<file path="config.mk">
export PLATFORM = sky130hd
export DESIGN_NAME = bas_ctrl
export DESIGN_NICKNAME = d
export VERILOG_FILES = /design/src/hw/rtl/bas_pkg.sv /design/src/hw/rtl/bas_ctrl.sv
export SDC_FILE = /design/constraint.sdc
export NUM_CORES = 1
export LEC_CHECK = 0
export ABC_AREA = 1
export BUFFER_PORTS_ARGS = -buffer_cell sky130_fd_sc_hd__buf_2
export CAP_MARGIN = 40
export CELL_PAD_IN_SITES_DETAIL_PLACEMENT = 1
export CELL_PAD_IN_SITES_GLOBAL_PLACEMENT = 1
export CORE_ASPECT_RATIO = 0.9
export CORE_UTILIZATION = 31
export DETAILED_ROUTE_END_ITERATION = 8
export PLACE_DENSITY_LB_ADDON = 0.1
export SYNTH_ARGS = -nofsm -noshare
export SYNTH_HDL_FRONTEND = slang
export SYNTH_SLANG_ARGS = --single-unit
</file>
<file path="constraint.sdc">
create_clock -name i_clk -period 2.2 [get_ports i_clk]
set_input_delay 0.33 -clock i_clk [delete_from_list [all_inputs] [get_ports i_clk]]
set_output_delay 0.33 -clock i_clk [all_outputs]
set_load 0.01 [all_outputs]
</file>
<file path="src/hw/rtl/bas_pkg.sv">
package bas_pkg;

    localparam int MAX_OUT_COLS = 512;
    localparam int COL_AW       = $clog2(MAX_OUT_COLS);
    localparam int SUM_W        = 20;
    localparam int SHADE_COUNT  = 8;
    localparam int DIV_NW       = 20;
    localparam int DIV_DW       = 13;

    // ceil(2^30 / 125), used for x / 1000 = (x >> 3) / 125
    localparam logic [23:0] LUMA_RECIP = 24'd8589935;

    typedef enum logic [3:0] {
        ST_CLEAR,
        ST_RSC,
        ST_RSR,
        ST_IDLE,
        ST_WSUM,
        ST_MUL,
        ST_ACC,
        ST_DIV,
        ST_EMIT
    } t_state;

    typedef enum logic [1:0] {
        DIV_COL,
        DIV_ROW,
        DIV_AREA
    } t_div_sel;

    typedef enum logic [2:0] {
        CFG_IMAGE_WIDTH,
        CFG_IMAGE_HEIGHT,
        CFG_TILE_WIDTH,
        CFG_TILE_HEIGHT,
        CFG_GRAY_MODE,
        CFG_DARK_ON_LIGHT
    } t_cfg_idx;

    typedef struct packed {
        logic     accept;
        logic     clr_wr;
        logic     div_start;
        t_div_sel div_sel;
        logic     load_col;
        logic     load_row;
        logic     acc_wr;
        logic     emit;
    } t_dp_cmd;

    typedef struct packed {
        logic kept;
        logic tile_done;
        logic clr_last;
        logic div_done;
        logic out_free;
    } t_dp_status;

    function automatic logic [7:0] shade_char(input logic [2:0] idx);
        logic [7:0] c;
        case (idx)
            3'd0:    c = 8'h40; // @
            3'd1:    c = 8'h23; // #
            3'd2:    c = 8'h25; // %
            3'd3:    c = 8'h2A; // *
            3'd4:    c = 8'h7C; // |
            3'd5:    c = 8'h2D; // -
            3'd6:    c = 8'h2E; // .
            default: c = 8'h20; // space
        endcase
        return c;
    endfunction

endpackage

</file>
<file path="src/hw/rtl/bas_ctrl.sv">
module bas_ctrl
    import bas_pkg::*;
(
    input  logic       i_clk,
    input  logic       i_rst_n,
    input  logic       i_cfg_we,
    input  logic       i_s_tvalid,
    input  t_dp_status i_status,
    output logic       o_s_tready,
    output t_dp_cmd    o_cmd
);

    t_state r_state, n_state;
    logic   r_pend, n_pend;

    always_ff @(posedge i_clk) begin
        if (!i_rst_n) begin
            r_state <= ST_CLEAR;
            r_pend  <= 1'b0;
        end else begin
            r_state <= n_state;
            r_pend  <= n_pend;
        end
    end

    always_comb begin
        n_state       = r_state;
        n_pend        = r_pend | i_cfg_we;
        o_s_tready    = 1'b0;
        o_cmd         = '0;
        o_cmd.div_sel = DIV_AREA;
        case (r_state)
            ST_CLEAR: begin
                o_cmd.clr_wr = 1'b1;
                if (i_status.clr_last) begin
                    n_state = ST_IDLE;
                end
            end
            ST_IDLE: begin
                if (r_pend) begin
                    // tile geometry may have changed: rebuild the tile position
                    o_cmd.div_start = 1'b1;
                    o_cmd.div_sel   = DIV_COL;
                    n_pend          = i_cfg_we;
                    n_state         = ST_RSC;
                end else begin
                    o_s_tready = 1'b1;
                    if (i_s_tvalid) begin
                        o_cmd.accept = 1'b1;
                        if (i_status.kept) begin
                            n_state = ST_WSUM;
                        end
                    end
                end
            end
            ST_RSC: begin
                if (i_status.div_done) begin
                    o_cmd.load_col  = 1'b1;
                    o_cmd.div_start = 1'b1;
                    o_cmd.div_sel   = DIV_ROW;
                    n_state         = ST_RSR;
                end
            end
            ST_RSR: begin
                if (i_status.div_done) begin
                    o_cmd.load_row = 1'b1;
                    n_state        = ST_IDLE;
                end
            end
            ST_WSUM: n_state = ST_MUL;
            ST_MUL:  n_state = ST_ACC;
            ST_ACC: begin
                o_cmd.acc_wr = 1'b1;
                if (i_status.tile_done) begin
                    o_cmd.div_start = 1'b1;
                    n_state         = ST_DIV;
                end else begin
                    n_state = ST_IDLE;
                end
            end
            ST_DIV: begin
                if (i_status.div_done) begin
                    n_state = ST_EMIT;
                end
            end
            ST_EMIT: begin
                if (i_status.out_free) begin
                    o_cmd.emit = 1'b1;
                    n_state    = ST_IDLE;
                end
            end
            default: n_state = ST_IDLE;
        endcase
    end

endmodule

</file>
==> metrics.md <==
| Metric | Value |
|---|---|
| Slew headroom | `74.7%` |
| Main synth FF type | `dfxtp_1` |
| Worst-path clk slew | `0.05 ns` |
| Pwr/cell area | `1330 nW/um2` |
| Unrepaired setup endpoints after global routing | `false` |
| Vias in the first global route | `526` |
| Fmax | `575 MHz` |
| CP startpoint | `r_state[0]` |
| CP required | `1.87 ns` |
| First-pass GRT wire length | `2210 um` |
| DIE AREA | `1670 um2` |
| Worst R2R Start | `r_state[0]` |
| Routed len/inst | `12.2 um` |
| Post CTS Setup Buffer Count | `0` |
| CORE AREA | `1320 um2` |
| Final GP Congestion | `0.716` |
| R2R Path End | `r_state[1]` |
| Sequential share of the synthesized area | `21.4%` |
| Leading area contributor after synthesis | `dfxtp_1` |
| N_diodes | `0` |
| Final Max Slew Viols | `0` |
| Synth Net Count | `88` |
| Root buf cell | `clkbuf_4` |
| Cell Count, Final, Fillers Out | `113` |
| Final Instance Area | `587 um2` |
| Vias per cell | `4.88` |
| Synth top area share | `21.4%` |
| Status | `completed` |
| Clock Sinks | `5` |
| Post-CTS Resized | `0` |
| Initial core utilization | `35.4%` |
| Period utilization | `79.1%` |
| Leakage | `0.360 nW` |
| Setup ws final | `0.461 ns` |
| Post-synthesis cell area | `468 um2` |
| Data arrival time of the worst path | `1.41 ns` |
| Kind of critical path | `flop to output port` |
| Final wirelength | `1380 um` |
| Max-cap violations | `0` |
| Largest net degree at the start of global routing | `10` |
| Layout cells sized above 1 | `34.3%` |
| Flop-to-flop setup slack | `0.80 ns` |
| CP startpoint kind | `flop` |
| Final core occ | `44.4%` |
| Largest buffer count on any clock path | `2` |
| Final nets | `109` |
| Tmin final | `1.74 ns` |
| Worst Path Max Fanout | `8` |
| End of the critical path | `o_cmd[6]` |
| Via count | `552` |
| Total grt overflow | `0` |
| DRC Markers | `0` |
| Warnings from Yosys | `0` |
| FFs w/ async S/R, synth | `0%` |
| EDFF count, synth | `0` |
| Least-Margin Pin Slew | `0.380 ns` |
| Placed cells | `109` |
| Peak supply drop | `0.000648 V` |
| Clock insertion delay at the later pin of the skew report | `0.24 ns` |
| Initial DRT Pass Iterations | `4` |
| DRT iter0 DRCs | `7` |
| Antenna-violating nets left | `0` |
| Number of synthesized register bits | `5` |
| Rows | `12` |
| Final Hold Vio Count | `0` |
| Mean Syn Cell Area | `5.92 um2` |
| Layout area overhead | `25.4%` |
| Chip width | `43.0 um` |
| Buffers on Ports | `18` |
| Cell with the most instances after synthesis | `nand3_1` |
| Hold bufs inserted after CTS | `0` |
| Setup TNS | `0 ns` |
| Initial antenna violation count | `0` |
| Commonest cells in the netlist | `15 x nand3_1, 14 x inv_1, 12 x nand2_1` |
| Clk_skew | `0.00623 ns` |
| TritonCTS Buffers | `3` |
| Worst min path class | `primary input to flop` |
| Distinct cells, synth | `14` |
| Final setup vio count | `0` |
| CTS tree | `yes` |
| H-tree levels | `1` |
| CP Capture Type | `output port` |
| Placed Instance Area | `561 um2` |
| Synth Instances | `79` |
| IO Count | `19` |
| Synth area leaders | `dfxtp_1 21%, nand3_1 16%, inv_1 11%, nand2_1 9.6%, nor2_1 7.2%` |
| Dpl hpwl | `1050 um` |
| Worst-case reg-to-reg path depth | `7` |
| Die Span Y | `38.9 um` |
| GRT Util Overall | `18.2%` |
| Dpl ws | `0.739 ns` |
flip-flops by register name (all words and copies together), names as in the netlist:
| signal | count |
|---|---|
| r_state | 4 |
| r_pend | 1 |
how the worst min path moves through the flow:
stage | slack (ns) | startpoint | endpoint | cells past startpoint
floorplan | 0.45 | i_cfg_we | r_pend | 2
global placement | 0.54 | i_cfg_we | r_pend | 3
detailed placement | 0.56 | i_cfg_we | r_pend | 3
CTS | 0.31 | i_cfg_we | r_pend | 3
global route | 0.32 | i_cfg_we | r_pend | 3
finish | 0.31 | i_cfg_we | r_pend | 3
through the flow:
| stage | hold WS [ns] | power, W |
|---|---|---|
| 2_1_floorplan | 0.447 | 0.000548 |
| 3_3_place_gp | 0.540 | 0.000658 |
| 3_5_place_dp | 0.561 | 0.000664 |
| 4_1_cts | 0.310 | 0.000786 |
| 5_1_grt | 0.325 | 0.000857 |
| 6_report | 0.307 | 0.000781 |
final cells by class:
type,count,area [um2]
fill,205,734
timing repair buffer,18,90.1
sequential,5,100
multi-input combinational,55,289
clock buffer,4,26.3
tap,14,17.5
inverter,17,63.8
critical path: stages (launching register included):
cell and delay [ns]:
dfxtp_1 0.54, inv_1 0.07, nor2_1 0.15, nand3_1 0.11, nand2_1 0.07, inv_1 0.05, nand2_1 0.04, buf_2 0.12
power by group:
part / internal, W / leakage (nW) / total (W) / switching (W)
registers: 0.000123 / 0.0415 / 0.000203 / 0.0000799
logic: 0.000170 / 0.303 / 0.000471 / 0.000301
clock network: 0.0000686 / 0.0150 / 0.000106 / 0.0000379
kinds of logic (layout without fill, tap and decap cells):
family	count (synthesis)	count (layout)	share of synthesized area, %
simple gates	49	49	55.3
flops	5	5	21.4
buf+inv	19	39	16.8
compound gates	6	6	6.42
cells in the final DEF, fill, tap and decap left out, drive strengths merged:
cell and instances:
a21oi 6, clkbuf 4, buf 18, nand3 16, inv 17, nor4 3, dfxtp 5, nor2 16
nand2 14
layer usage:
layer | track usage [%] | vias to the layer above | wire length (um)
met2 | 32.6 | 11 | 662
met1 | 22.2 | 251 | 653
li1 | - | 290 | -
met4 | 0 | 0 | 0
met5 | 0 | - | 0
met3 | 7.01 | 0 | 66
Power figures use the tool's default switching activity.
